`config.mk`:
```
export PLATFORM = sky130hd
export DESIGN_NAME = envelope_follower_onset_detector
export DESIGN_NICKNAME = d
export VERILOG_FILES = /design/src/efod_pkg.sv /design/src/efod_ctrl.sv /design/src/efod_datapath.sv /design/src/envelope_follower_onset_detector.sv
export SDC_FILE = /design/constraint.sdc
export NUM_CORES = 2
export LEC_CHECK = 0
export BUFFER_PORTS_ARGS = -buffer_cell sky130_fd_sc_hd__buf_2
export CORE_MARGIN = 4
export CORE_UTILIZATION = 70
export CTS_CLUSTER_SIZE = 25
export DETAILED_ROUTE_END_ITERATION = 8
export MAX_ROUTING_LAYER = met4
export PLACE_DENSITY_LB_ADDON = 0.25
export SLEW_MARGIN = 5
export SYNTH_ARGS = -nofsm -noshare
export SYNTH_HDL_FRONTEND = slang
export SYNTH_SLANG_ARGS = --single-unit
```
`constraint.sdc`:
```
create_clock -name clk_i -period 17.54 [get_ports clk_i]
set_clock_uncertainty 0.15 [all_clocks]
set_input_delay 3.508 -clock clk_i [delete_from_list [all_inputs] [get_ports clk_i]]
set_output_delay 3.508 -clock clk_i [all_outputs]
set_load 0.01 [all_outputs]
```
`src/efod_pkg.sv`:
```
// Shared types and constants for the envelope follower with onset detection.
`timescale 1ns / 1ps
`default_nettype none

package efod_pkg;

  // Configuration register indexes.
  typedef enum logic [2:0] {
    REG_ATTACK       = 3'd0,
    REG_RELEASE      = 3'd1,
    REG_ONS_ATTACK   = 3'd2,
    REG_ONS_RELEASE  = 3'd3,
    REG_REL_THRESH   = 3'd4,
    REG_ABS_FLOOR    = 3'd5,
    REG_PEAK_DECAY   = 3'd6
  } reg_idx_e;

  localparam int unsigned CFG_IDX_W  = 3;
  localparam int unsigned CFG_DATA_W = 32;
  localparam int unsigned COEF_REG_W = 25;
  localparam int unsigned MAG_W      = 32;

  // Reset values of the configuration registers.
  localparam logic [COEF_REG_W-1:0] RST_ATTACK      = 25'd189147;
  localparam logic [COEF_REG_W-1:0] RST_RELEASE     = 25'd2536;
  localparam logic [COEF_REG_W-1:0] RST_ONS_ATTACK  = 25'd189147;
  localparam logic [COEF_REG_W-1:0] RST_ONS_RELEASE = 25'd38000;
  localparam logic [COEF_REG_W-1:0] RST_REL_THRESH  = 25'd5872026;
  localparam logic [MAG_W-1:0]      RST_ABS_FLOOR   = 32'd42949673;
  localparam logic [COEF_REG_W-1:0] RST_PEAK_DECAY  = 25'd16777048;

  // Lowest value of the slow peak, about 1e-4 in Q1.31.
  localparam logic [MAG_W-1:0]      PEAK_FLOOR      = 32'd214748;

  // Which operand pair is loaded into the shared multiplier.
  typedef enum logic [2:0] {
    OP_NONE = 3'd0,
    OP_MAIN = 3'd1,
    OP_ONS  = 3'd2,
    OP_PEAK = 3'd3,
    OP_THR  = 3'd4
  } op_sel_e;

  typedef enum logic [3:0] {
    ST_IDLE,
    ST_MAIN_OP,
    ST_MAIN_MUL,
    ST_ONS_MUL,
    ST_PEAK_MUL,
    ST_PEAK_UPD,
    ST_THR_OP,
    ST_THR_MUL,
    ST_THR_UPD
  } state_e;

  typedef struct packed {
    logic    mag_ld;
    op_sel_e op_sel;
    logic    mul_en;
    logic    main_upd;
    logic    ons_upd;
    logic    peak_upd;
    logic    res_ld;
  } efod_cmd_t;

endpackage

`default_nettype wire

```
`src/efod_ctrl.sv`:
```
// Sequencer that steps each sample through the shared multiplier and drives both handshakes.
`timescale 1ns / 1ps
`default_nettype none

module efod_ctrl (
  input  wire logic                clk_i,
  input  wire logic                rst_ni,
  input  wire logic                in_valid_i,
  output logic                     in_stall_o,
  output logic                     out_valid_o,
  input  wire logic                out_stall_i,
  output efod_pkg::efod_cmd_t      cmd_o
);

  efod_pkg::state_e state_q, state_d;
  logic             out_valid_q, out_valid_d;

  always_ff @(posedge clk_i or negedge rst_ni) begin
    if (!rst_ni) begin
      state_q     <= efod_pkg::ST_IDLE;
      out_valid_q <= 1'b0;
    end else begin
      state_q     <= state_d;
      out_valid_q <= out_valid_d;
    end
  end

  // The multiplier is shared in a short overlapped schedule: while one product
  // is formed, the next operand pair is loaded and the previous result is applied.
  always_comb begin
    state_d     = state_q;
    cmd_o       = '0;
    out_valid_d = out_valid_q & out_stall_i;
    unique case (state_q)
      efod_pkg::ST_IDLE: begin
        if (in_valid_i) begin
          cmd_o.mag_ld = 1'b1;
          state_d      = efod_pkg::ST_MAIN_OP;
        end
      end
      efod_pkg::ST_MAIN_OP: begin
        cmd_o.op_sel = efod_pkg::OP_MAIN;
        state_d      = efod_pkg::ST_MAIN_MUL;
      end
      efod_pkg::ST_MAIN_MUL: begin
        cmd_o.mul_en = 1'b1;
        cmd_o.op_sel = efod_pkg::OP_ONS;
        state_d      = efod_pkg::ST_ONS_MUL;
      end
      efod_pkg::ST_ONS_MUL: begin
        cmd_o.mul_en   = 1'b1;
        cmd_o.main_upd = 1'b1;
        cmd_o.op_sel   = efod_pkg::OP_PEAK;
        state_d        = efod_pkg::ST_PEAK_MUL;
      end
      efod_pkg::ST_PEAK_MUL: begin
        cmd_o.mul_en  = 1'b1;
        cmd_o.ons_upd = 1'b1;
        state_d       = efod_pkg::ST_PEAK_UPD;
      end
      efod_pkg::ST_PEAK_UPD: begin
        cmd_o.peak_upd = 1'b1;
        state_d        = efod_pkg::ST_THR_OP;
      end
      efod_pkg::ST_THR_OP: begin
        cmd_o.op_sel = efod_pkg::OP_THR;
        state_d      = efod_pkg::ST_THR_MUL;
      end
      efod_pkg::ST_THR_MUL: begin
        cmd_o.mul_en = 1'b1;
        state_d      = efod_pkg::ST_THR_UPD;
      end
      efod_pkg::ST_THR_UPD: begin
        // The result register is free when empty or when its beat leaves now.
        if (!out_valid_q || !out_stall_i) begin
          cmd_o.res_ld = 1'b1;
          out_valid_d  = 1'b1;
          state_d      = efod_pkg::ST_IDLE;
        end
      end
      default: begin
        state_d = efod_pkg::ST_IDLE;
      end
    endcase
  end

  assign in_stall_o  = (state_q != efod_pkg::ST_IDLE);
  assign out_valid_o = out_valid_q;

endmodule

`default_nettype wire

```
`src/efod_datapath.sv`:
```
// Configuration registers, follower state, shared multiplier and result register.
`timescale 1ns / 1ps
`default_nettype none

module efod_datapath #(
  parameter int unsigned SAMPLE_BITS    = 24,
  parameter int unsigned COEF_FRAC_BITS = 24
) (
  input  wire logic                                clk_i,
  input  wire logic                                rst_ni,
  input  wire efod_pkg::efod_cmd_t                 cmd_i,
  input  wire logic [SAMPLE_BITS-1:0]              sample_i,
  input  wire logic                                cfg_we_i,
  input  wire logic [efod_pkg::CFG_IDX_W-1:0]      cfg_index_i,
  input  wire logic [efod_pkg::CFG_DATA_W-1:0]     cfg_data_i,
  output logic [efod_pkg::MAG_W-1:0]               envelope_o,
  output logic                                     playing_o,
  output logic                                     onset_o
);

  localparam int unsigned MW        = efod_pkg::MAG_W;
  localparam int unsigned COEF_W    = COEF_FRAC_BITS + 1;
  localparam int unsigned PW        = MW + COEF_W;
  localparam int unsigned MAG_SHIFT = MW - SAMPLE_BITS;
  localparam logic [COEF_W-1:0] COEF_ONE = {1'b1, {COEF_FRAC_BITS{1'b0}}};
  localparam logic [PW-1:0]     HALF     = {{(PW-1){1'b0}}, 1'b1} << (COEF_FRAC_BITS - 1);

  // Coefficients above one are held as one, so the stored value is already saturated.
  function automatic logic [COEF_W-1:0] sat_coef(input logic [efod_pkg::COEF_REG_W-1:0] v);
    logic [31:0] ext;
    logic [31:0] one;
    ext = 32'(v);
    one = 32'(COEF_ONE);
    if (ext > one) begin
      sat_coef = COEF_ONE;
    end else begin
      sat_coef = COEF_W'(v);
    end
  endfunction

  // Configuration registers.
  logic [COEF_W-1:0] att_q, rel_q, ons_att_q, ons_rel_q, rel_thr_q, decay_q;
  logic [MW-1:0]     floor_q;

  always_ff @(posedge clk_i or negedge rst_ni) begin
    if (!rst_ni) begin
      att_q     <= sat_coef(efod_pkg::RST_ATTACK);
      rel_q     <= sat_coef(efod_pkg::RST_RELEASE);
      ons_att_q <= sat_coef(efod_pkg::RST_ONS_ATTACK);
      ons_rel_q <= sat_coef(efod_pkg::RST_ONS_RELEASE);
      rel_thr_q <= sat_coef(efod_pkg::RST_REL_THRESH);
      floor_q   <= efod_pkg::RST_ABS_FLOOR;
      decay_q   <= sat_coef(efod_pkg::RST_PEAK_DECAY);
    end else if (cfg_we_i) begin
      unique case (cfg_index_i)
        efod_pkg::REG_ATTACK:      att_q     <= sat_coef(cfg_data_i[efod_pkg::COEF_REG_W-1:0]);
        efod_pkg::REG_RELEASE:     rel_q     <= sat_coef(cfg_data_i[efod_pkg::COEF_REG_W-1:0]);
        efod_pkg::REG_ONS_ATTACK:  ons_att_q <= sat_coef(cfg_data_i[efod_pkg::COEF_REG_W-1:0]);
        efod_pkg::REG_ONS_RELEASE: ons_rel_q <= sat_coef(cfg_data_i[efod_pkg::COEF_REG_W-1:0]);
        efod_pkg::REG_REL_THRESH:  rel_thr_q <= sat_coef(cfg_data_i[efod_pkg::COEF_REG_W-1:0]);
        efod_pkg::REG_ABS_FLOOR:   floor_q   <= cfg_data_i[MW-1:0];
        efod_pkg::REG_PEAK_DECAY:  decay_q   <= sat_coef(cfg_data_i[efod_pkg::COEF_REG_W-1:0]);
        default: ;
      endcase
    end
  end

  // Rectifier. Taken as unsigned, the negation of the most negative code is the
  // code itself, which is exactly a magnitude of one.
  logic [SAMPLE_BITS-1:0] abs_val;
  logic [MW-1:0]          mag_d, mag_q;

  always_comb begin
    if (sample_i[SAMPLE_BITS-1]) begin
      abs_val = ~sample_i + {{(SAMPLE_BITS-1){1'b0}}, 1'b1};
    end else begin
      abs_val = sample_i;
    end
    mag_d = MW'(abs_val) << MAG_SHIFT;
  end

  always_ff @(posedge clk_i) begin
    if (cmd_i.mag_ld) begin
      mag_q <= mag_d;
    end
  end

  // Follower state.
  logic [MW-1:0] main_q, main_d, ons_q, ons_d, peak_q, peak_d;
  logic          main_up_q, ons_up_q, prev_play_q;

  // Operand registers and the product register of the shared multiplier.
  logic [MW-1:0]     a_q, a_d;
  logic [COEF_W-1:0] b_q, b_d;
  logic [PW-1:0]     p_q;
  logic [MW-1:0]     scaled;
  logic              main_up, ons_up, op_ld;

  assign main_up = mag_q > main_q;
  assign ons_up  = mag_q > ons_q;

  always_comb begin
    a_d   = a_q;
    b_d   = b_q;
    op_ld = 1'b1;
    unique case (cmd_i.op_sel)
      efod_pkg::OP_MAIN: begin
        a_d = main_up ? (mag_q - main_q) : (main_q - mag_q);
        b_d = main_up ? att_q : rel_q;
      end
      efod_pkg::OP_ONS: begin
        a_d = ons_up ? (mag_q - ons_q) : (ons_q - mag_q);
        b_d = ons_up ? ons_att_q : ons_rel_q;
      end
      efod_pkg::OP_PEAK: begin
        a_d = peak_q;
        b_d = decay_q;
      end
      efod_pkg::OP_THR: begin
        a_d = peak_q;
        b_d = rel_thr_q;
      end
      default: begin
        op_ld = 1'b0;
      end
    endcase
  end

  always_ff @(posedge clk_i) begin
    if (op_ld) begin
      a_q <= a_d;
      b_q <= b_d;
    end
    if (cmd_i.mul_en) begin
      // Rounding to nearest is folded into the product as an accumulate term.
      p_q <= PW'(a_q) * PW'(b_q) + HALF;
    end
  end

  assign scaled = p_q[COEF_FRAC_BITS +: MW];

  // Peak: jump up to the onset envelope, else decay, and never below the floor.
  logic [MW-1:0] peak_cand;
  assign peak_cand = (ons_q > peak_q) ? ons_q : scaled;

  always_comb begin
    main_d = main_up_q ? (main_q + scaled) : (main_q - scaled);
    ons_d  = ons_up_q ? (ons_q + scaled) : (ons_q - scaled);
    peak_d = (peak_cand < efod_pkg::PEAK_FLOOR) ? efod_pkg::PEAK_FLOOR : peak_cand;
  end

  // The threshold is the larger of the scaled peak and the floor.
  logic playing;
  assign playing = (ons_q > scaled) && (ons_q > floor_q);

  always_ff @(posedge clk_i or negedge rst_ni) begin
    if (!rst_ni) begin
      main_q      <= '0;
      ons_q       <= '0;
      peak_q      <= '0;
      prev_play_q <= 1'b0;
      main_up_q   <= 1'b0;
      ons_up_q    <= 1'b0;
    end else begin
      if (cmd_i.op_sel == efod_pkg::OP_MAIN) begin
        main_up_q <= main_up;
      end
      if (cmd_i.op_sel == efod_pkg::OP_ONS) begin
        ons_up_q <= ons_up;
      end
      if (cmd_i.main_upd) begin
        main_q <= main_d;
      end
      if (cmd_i.ons_upd) begin
        ons_q <= ons_d;
      end
      if (cmd_i.peak_upd) begin
        peak_q <= peak_d;
      end
      if (cmd_i.res_ld) begin
        prev_play_q <= playing;
      end
    end
  end

  // Result register, held while the output beat is stalled.
  logic [MW-1:0] env_out_q;
  logic          play_out_q, onset_out_q;

  always_ff @(posedge clk_i) begin
    if (cmd_i.res_ld) begin
      env_out_q   <= main_q;
      play_out_q  <= playing;
      onset_out_q <= playing & ~prev_play_q;
    end
  end

  assign envelope_o = env_out_q;
  assign playing_o  = play_out_q;
  assign onset_o    = onset_out_q;

endmodule

`default_nettype wire

```
`src/envelope_follower_onset_detector.sv`:
```
// Top level of the attack/release envelope follower with onset detection.
//
//   channel  direction  handshake                payload
//   in       input      in_valid_i / in_stall_o   sample_i
//   out      output     out_valid_o / out_stall_i envelope_o, playing_o, onset_o
//   cfg      input      cfg_we_i                  cfg_index_i, cfg_data_i
//
// One sample passes through the accept cycle plus eight steps that share a
// single multiplier (main follower, onset follower, peak decay, threshold).
// The next sample is accepted once the result is in the output register, so
// samples never overlap, and a stalled output also holds off the next sample.
// Reset is asynchronous and active low; it restores the register defaults and
// clears the envelopes, the peak and the playing history.
// A stalled output beat holds the last step until the output register frees.
`timescale 1ns / 1ps
`default_nettype none

module envelope_follower_onset_detector #(
  parameter int unsigned SAMPLE_BITS    = 24,
  parameter int unsigned COEF_FRAC_BITS = 24
) (
  input  wire logic                            clk_i,
  input  wire logic                            rst_ni,
  input  wire logic                            in_valid_i,
  output logic                                 in_stall_o,
  input  wire logic [SAMPLE_BITS-1:0]          sample_i,
  output logic                                 out_valid_o,
  input  wire logic                            out_stall_i,
  output logic [efod_pkg::MAG_W-1:0]           envelope_o,
  output logic                                 playing_o,
  output logic                                 onset_o,
  input  wire logic                            cfg_we_i,
  input  wire logic [efod_pkg::CFG_IDX_W-1:0]  cfg_index_i,
  input  wire logic [efod_pkg::CFG_DATA_W-1:0] cfg_data_i
);

  efod_pkg::efod_cmd_t cmd;

  efod_ctrl u_ctrl (
    .clk_i       (clk_i),
    .rst_ni      (rst_ni),
    .in_valid_i  (in_valid_i),
    .in_stall_o  (in_stall_o),
    .out_valid_o (out_valid_o),
    .out_stall_i (out_stall_i),
    .cmd_o       (cmd)
  );

  efod_datapath #(
    .SAMPLE_BITS    (SAMPLE_BITS),
    .COEF_FRAC_BITS (COEF_FRAC_BITS)
  ) u_datapath (
    .clk_i       (clk_i),
    .rst_ni      (rst_ni),
    .cmd_i       (cmd),
    .sample_i    (sample_i),
    .cfg_we_i    (cfg_we_i),
    .cfg_index_i (cfg_index_i),
    .cfg_data_i  (cfg_data_i),
    .envelope_o  (envelope_o),
    .playing_o   (playing_o),
    .onset_o     (onset_o)
  );

endmodule

`default_nettype wire

```
== Yosys cells after proc, flatten, opt, wreduce, memory -nomap -nowiden ==
Index checks and enable logic that the tools add are counted.
Word-level totals
  word-level logic and storage cells: 114
  output and inout bits: 36
  bits in registers: 457
Cells by class
  $add $sub $neg: 10
  reductions and logical operators: 22
  bitwise gates (word level): 4
  order comparisons: 7
  mux-type cells: 27
  equal/unequal tests: 20
  multiply operators: 1
Operators with widths (number)
  32-bit two-way mux: 6
  32-bit subtractor: 6
  32-bit greater-than comparator: 5
  25-bit case mux with 4 select lines: 1
  32-bit case mux with 3 select lines: 1
  25-bit two-way mux: 3
  32-bit adder: 2
  56-bit by 24-bit adder with 56-bit output, second input constant: 1
  32-bit by 25-bit multiplier with 56-bit output: 1
  4-bit case mux with 9 select lines: 1
  32-bit by 18-bit < comparator with 1-bit output, second input constant: 1
  25-bit greater-than comparator, second input constant: 1
  24-bit by 1-bit adder with 24-bit output, second input constant: 1
  24-bit inverter: 1
  23-bit two-way mux: 1
  2-bit AND reduction: 10
  4-bit by 3-bit == test with 1-bit output, second input constant: 4
  3-bit by 2-bit == test with 1-bit output, second input constant: 4
  3-bit == test, second input constant: 4
  3-bit case mux with 4 select lines: 1
  1-bit two-way mux: 11
  4-bit by 2-bit == test with 1-bit output, second input constant: 2
  4-bit two-way mux: 2
  4-bit nonzero test: 2
  15 further kinds: 19

== Depth between registers and ports, before layout ==
  depth after elaboration: 6
  mapped depth: 28
  mapped depth without buffers: 26

== Modules after synthesis ==
A second synthesis with hierarchy kept.
Unflattened totals
  cell total of the unflattened synthesis: 6076
  area, all modules: 54745.0 µm²
By module, submodules not included
  efod_datapath: area each 54457.2 µm², instances 1, sequential area each 11543.6 µm², cells each 6042
  efod_ctrl: area each 287.8 µm², instances 1, sequential area each 125.1 µm², cells each 34

== Worst setup path before layout ==
No wires, ideal clock.
  path type: reg2reg
  start: register u_datapath.a_q[21]
  end: register u_datapath.p_q[55] (data pin)
  required time: 17.130 ns
  library setup time: 0.260 ns
  stages on the path, launching flop included: 25
  setup slack: 10.407 ns
  data arrival time: 6.723 ns
  path through: edfxtp_1 clkbuf_1 and2_1 fa_1 fa_1 inv_1 fa_1 fa_1 inv_1 fa_1 fa_1 inv_1 fa_1 inv_1 ha_1 a222oi_1 nand2_1 a211oi_1 a211oi_1 o21ai_0 o31a_1 o21ai_1 a2111oi_0 nor3_1 xnor2_1
On the way
  cells in the longest elaborated chain, start to end: 2
RTL lines
  from (decl): line efod_datapath.sv:93  | logic [MW-1:0] a_q, a_d;
  from (signal assigned): line efod_datapath.sv:131  | a_q <= a_d;
  32-bit by 25-bit multiplier with 56-bit output: line efod_datapath.sv:136  | p_q <= PW'(a_q) * PW'(b_q) + HALF;
  56-bit by 24-bit adder with 56-bit output: line efod_datapath.sv:136
  to (signal assigned): line efod_datapath.sv:136
  to (decl): line efod_datapath.sv:95  | logic [PW-1:0] p_q;
No other way between the ends.
A chain may end at the register's enable or synchronous reset.

== Worst setup path after layout ==
  start: register u_datapath.b_q[4]
  end: register u_datapath.p_q[55] (data pin)
On the way
  cells in the longest elaborated chain, start to end: 2
RTL lines
  from (decl): line efod_datapath.sv:94  | logic [COEF_W-1:0] b_q, b_d;
  from (signal assigned): line efod_datapath.sv:132  | b_q <= b_d;
  32-bit by 25-bit multiplier with 56-bit output: line efod_datapath.sv:136
  56-bit by 24-bit adder with 56-bit output: line efod_datapath.sv:136
No other way between the ends.

==> results.toml <==
[worst_setup_path]
timing.critical_path.from_type = "flop"
worstSetupEndpointType = "flop"
crit_required_ns = 17.74
timing.critical_path.fanout_max = 32
path_class = "flop to flop"
cp.arrival_ns = 9.22

[timing]
tightestPinTransition_ns = 1.19
final.period_utilization_pct = 51.4
setup_repair_after_global_routing_missed_its_margin = "no"
report.final.setup_viol = 0
timing_hold_violations_final = 0
final.setup.tns_ns = 0
finalCriticalPeriod_ns = 9.02
max_clock_freq_ghz = 0.111
slew_headroom_pct = 20.6
slew_viol_final = 0

[routing]
antenna_violating_nets_post_route = 0
length_of_the_first_detailed_routing_pass_in_iterations = 9
avgRoutedWirePerCell_um = 22.2
vias = 44100
drc = 0
dr.first_iter.drc_count = 4590
vias_per_cell = 6.27
detail_route.wirelength_um = 156000

[yosys]
synthesis.instances = 6061
synth_warnings = 0
number_of_synthesized_flops_with_an_enable_pin = 147
postSynthAreaPerCell_um2 = 9.04
synthArstFlopShare_pct = 66.1
synth_fp_nets = 7279
synth_sequential_area_ratio_pct = 21.3
flip_flop_and_latch_count_after_synthesis = 433
syn_area_um2 = 54800
synth.distinct_cells = 85
most_frequently_used_flop_master_after_synthesis = "dfrtp_1"

[floorplan]
floorplan.initialDensity_pct = 70.7
placeableCoreArea_um2 = 77500
placement_rows = 102
die_h_um = 288
die_w_um = 288
io_pins = 100
die_area_um2 = 82800

[finish]
layout.nets = 7171
sequential_cell_area_um2 = 11700
synthToLayoutAreaGrowth_pct = 4.82
drive_gt1_share_pct = 7.11
layout_common_cells = "935 x inv_1, 726 x nand2_1, 691 x fa_1"
final_common_cell = "inv_1"
multiInputGateArea_um2 = 38500
post_layout_nonfiller_instances = 7034
filler_cell_count = 5779

[clocking]
cts_tree = "done"
cts_sink_cnt = 433
post-cts-setup-buffers = 0
clk_pin_slew_worst_paths_ns = 0.07
max-clock-path-buffers = 3
cts_htree_levels = 2
cts-buffers-inserted = 44
clock_tree.root_cell = "clkbuf_16"
worst_skew_pair.late_latency_ns = 0.62
cts.repair.resized = 0
ctsHoldBuffers = 0

[global_route]
track_usage_pct = 39.5
grt_antenna_before_repair = 8
grt_remaining_overflow = 0
grt_first_pass_wirelength_um = 248000
grt_max_degree = 183
number_of_global_route_vias_before_repair = 44600

[run_status]
run_status = "finished clean"

[place]
routability_congestion_estimate_from_global_placement = 1.03
numPortBuffers = 99
dp.cells = 6947
hpwlAfterDp_um = 122000

[run]
timing.max_cap.violations = 0

[hold_path]
min_path_type = "flop to flop"
==> registers in the layout (all words and copies together), names as in the netlist, 4 cells and up <==
register and count:
u_datapath.a_q 32, u_datapath.envelope_o 32, u_datapath.floor_q 32, u_datapath.main_q 32, u_datapath.ons_q 32, u_datapath.p_q 32, u_datapath.peak_q 32, u_datapath.att_q 25
u_datapath.b_q 25, u_datapath.decay_q 25, u_datapath.ons_att_q 25, u_datapath.ons_rel_q 25, u_datapath.rel_q 25, u_datapath.rel_thr_q 25, u_datapath.mag_q 24, u_ctrl.state_q 4
==> worst max-delay path, stage by stage (launching register included) <==
cell	delay [ns]
edfxtp_1	1.13
nand2_1	0.21
fa_1	0.61
inv_1	0.06
fa_1	0.48
inv_1	0.08
fa_1	0.46
fa_1	0.54
inv_1	0.05
fa_1	0.44
fa_1	0.55
fa_1	0.42
ha_1	0.39
nand4_1	0.14
nor3_1	0.26
a211oi_1	0.15
a211oi_1	0.81
o21ai_0	0.19
buf_4	0.21
o31a_1	0.32
o21ai_1	0.48
a2111oi_0	0.20
nor3_1	0.28
xnor2_1	0.10
==> per-layer routing <==
metal	track usage, %	part of all wire, %	wire length [um]	up-vias
li1	-	-	-	19600
met1	53.1	40	62200	21700
met2	61.0	46	71400	2422
met3	6.12	9.8	15400	443
met4	16.2	4.7	7400	0
met5	-	0	0	-
==> path summary, 6_finish.rpt <==
path	slack [ns]	to	from	cells past startpoint
worst max register to register	8.52	u_datapath.p_q[55]	u_datapath.b_q[4]	23
worst max-delay path	8.52	u_datapath.p_q[55]	u_datapath.b_q[4]	23
min in group asynchronous	2.71	u_datapath.main_q[28]	rst_ni	1
worst min-delay path	0.33	u_datapath.ons_att_q[5]	u_datapath.ons_att_q[5]	2
worst min register to register	0.33	u_datapath.ons_att_q[5]	u_datapath.ons_att_q[5]	2
max in group asynchronous	12.81	u_datapath.ons_q[12]	rst_ni	2
==> cell usage after synthesis (all sizes together) (13+ instances only) <==
library cell	number	share of area, %
a211o	14	0.22
a211oi	32	0.44
a21o	113	1.5
a21oi	301	2.8
a222oi	27	0.49
a22oi	22	0.30
a31oi	38	0.43
and2	440	5.0
and3	15	0.17
and4	13	0.21
buf	18	0.19
clkbuf	294	2.0
dfrtp	208	9.5
dfstp	78	3.7
edfxtp	147	8.1
fa	691	25
ha	463	11
inv	935	6.4
mux2	72	1.5
mux2i	50	0.91
nand2	726	5.0
nand2b	38	0.43
nand3	60	0.55
nand4	52	0.59
nor2	215	1.5
nor2b	39	0.45
nor3	64	0.58
nor4	34	0.39
o211ai	17	0.24
o21a	27	0.37
o21ai	384	3.5
o21bai	31	0.42
o31ai	21	0.29
o41ai	13	0.21
or2	14	0.16
or3	19	0.22
xnor2	141	2.3
xor2	60	0.96
==> per-stage QoR <==
stage | hold slack, ns | instance area, um^2 | utilization, % | setup slack [ns]
floorplan | 0.275 | 54800 | - | 10.41
global placement | 0.306 | 55900 | 72.2 | 8.84
detailed placement | 0.312 | 55900 | 72.2 | 8.62
CTS | 0.329 | 57400 | 74.1 | 8.55
global route | 0.344 | 57400 | 74.1 | 8.12
finish | 0.327 | 57400 | 74.1 | 8.52
==> layout make-up <==
type	count	area share, %
multi-input cells	4378	67.0
flip-flops and latches	433	20.3
inverters	938	6.13
well taps	1040	2.27
clock buffers	58	2.10
repair buffers	158	1.67
clock inverters	24	0.519
diodes	5	0.0218
==> cells by family (layout without fill, tap and decap cells) <==
kind of cell    count (synthesis)  in the layout  share of synthesized area, %
simple gates                 1761           1761                          15.7
buf+inv                      1250           1178                          8.63
fa+ha+maj                    1154           1154                          35.8
compound gates               1140           1140                          12.9
flops                         433            433                          21.3
xor+xnor                      201            201                          3.21
mux                           122            122                          2.39
other cells                     0              5                             0
Power is left out: the tool's default activity adds up to more than one toggle a clock period on the data nets, which glitch-free logic cannot reach.
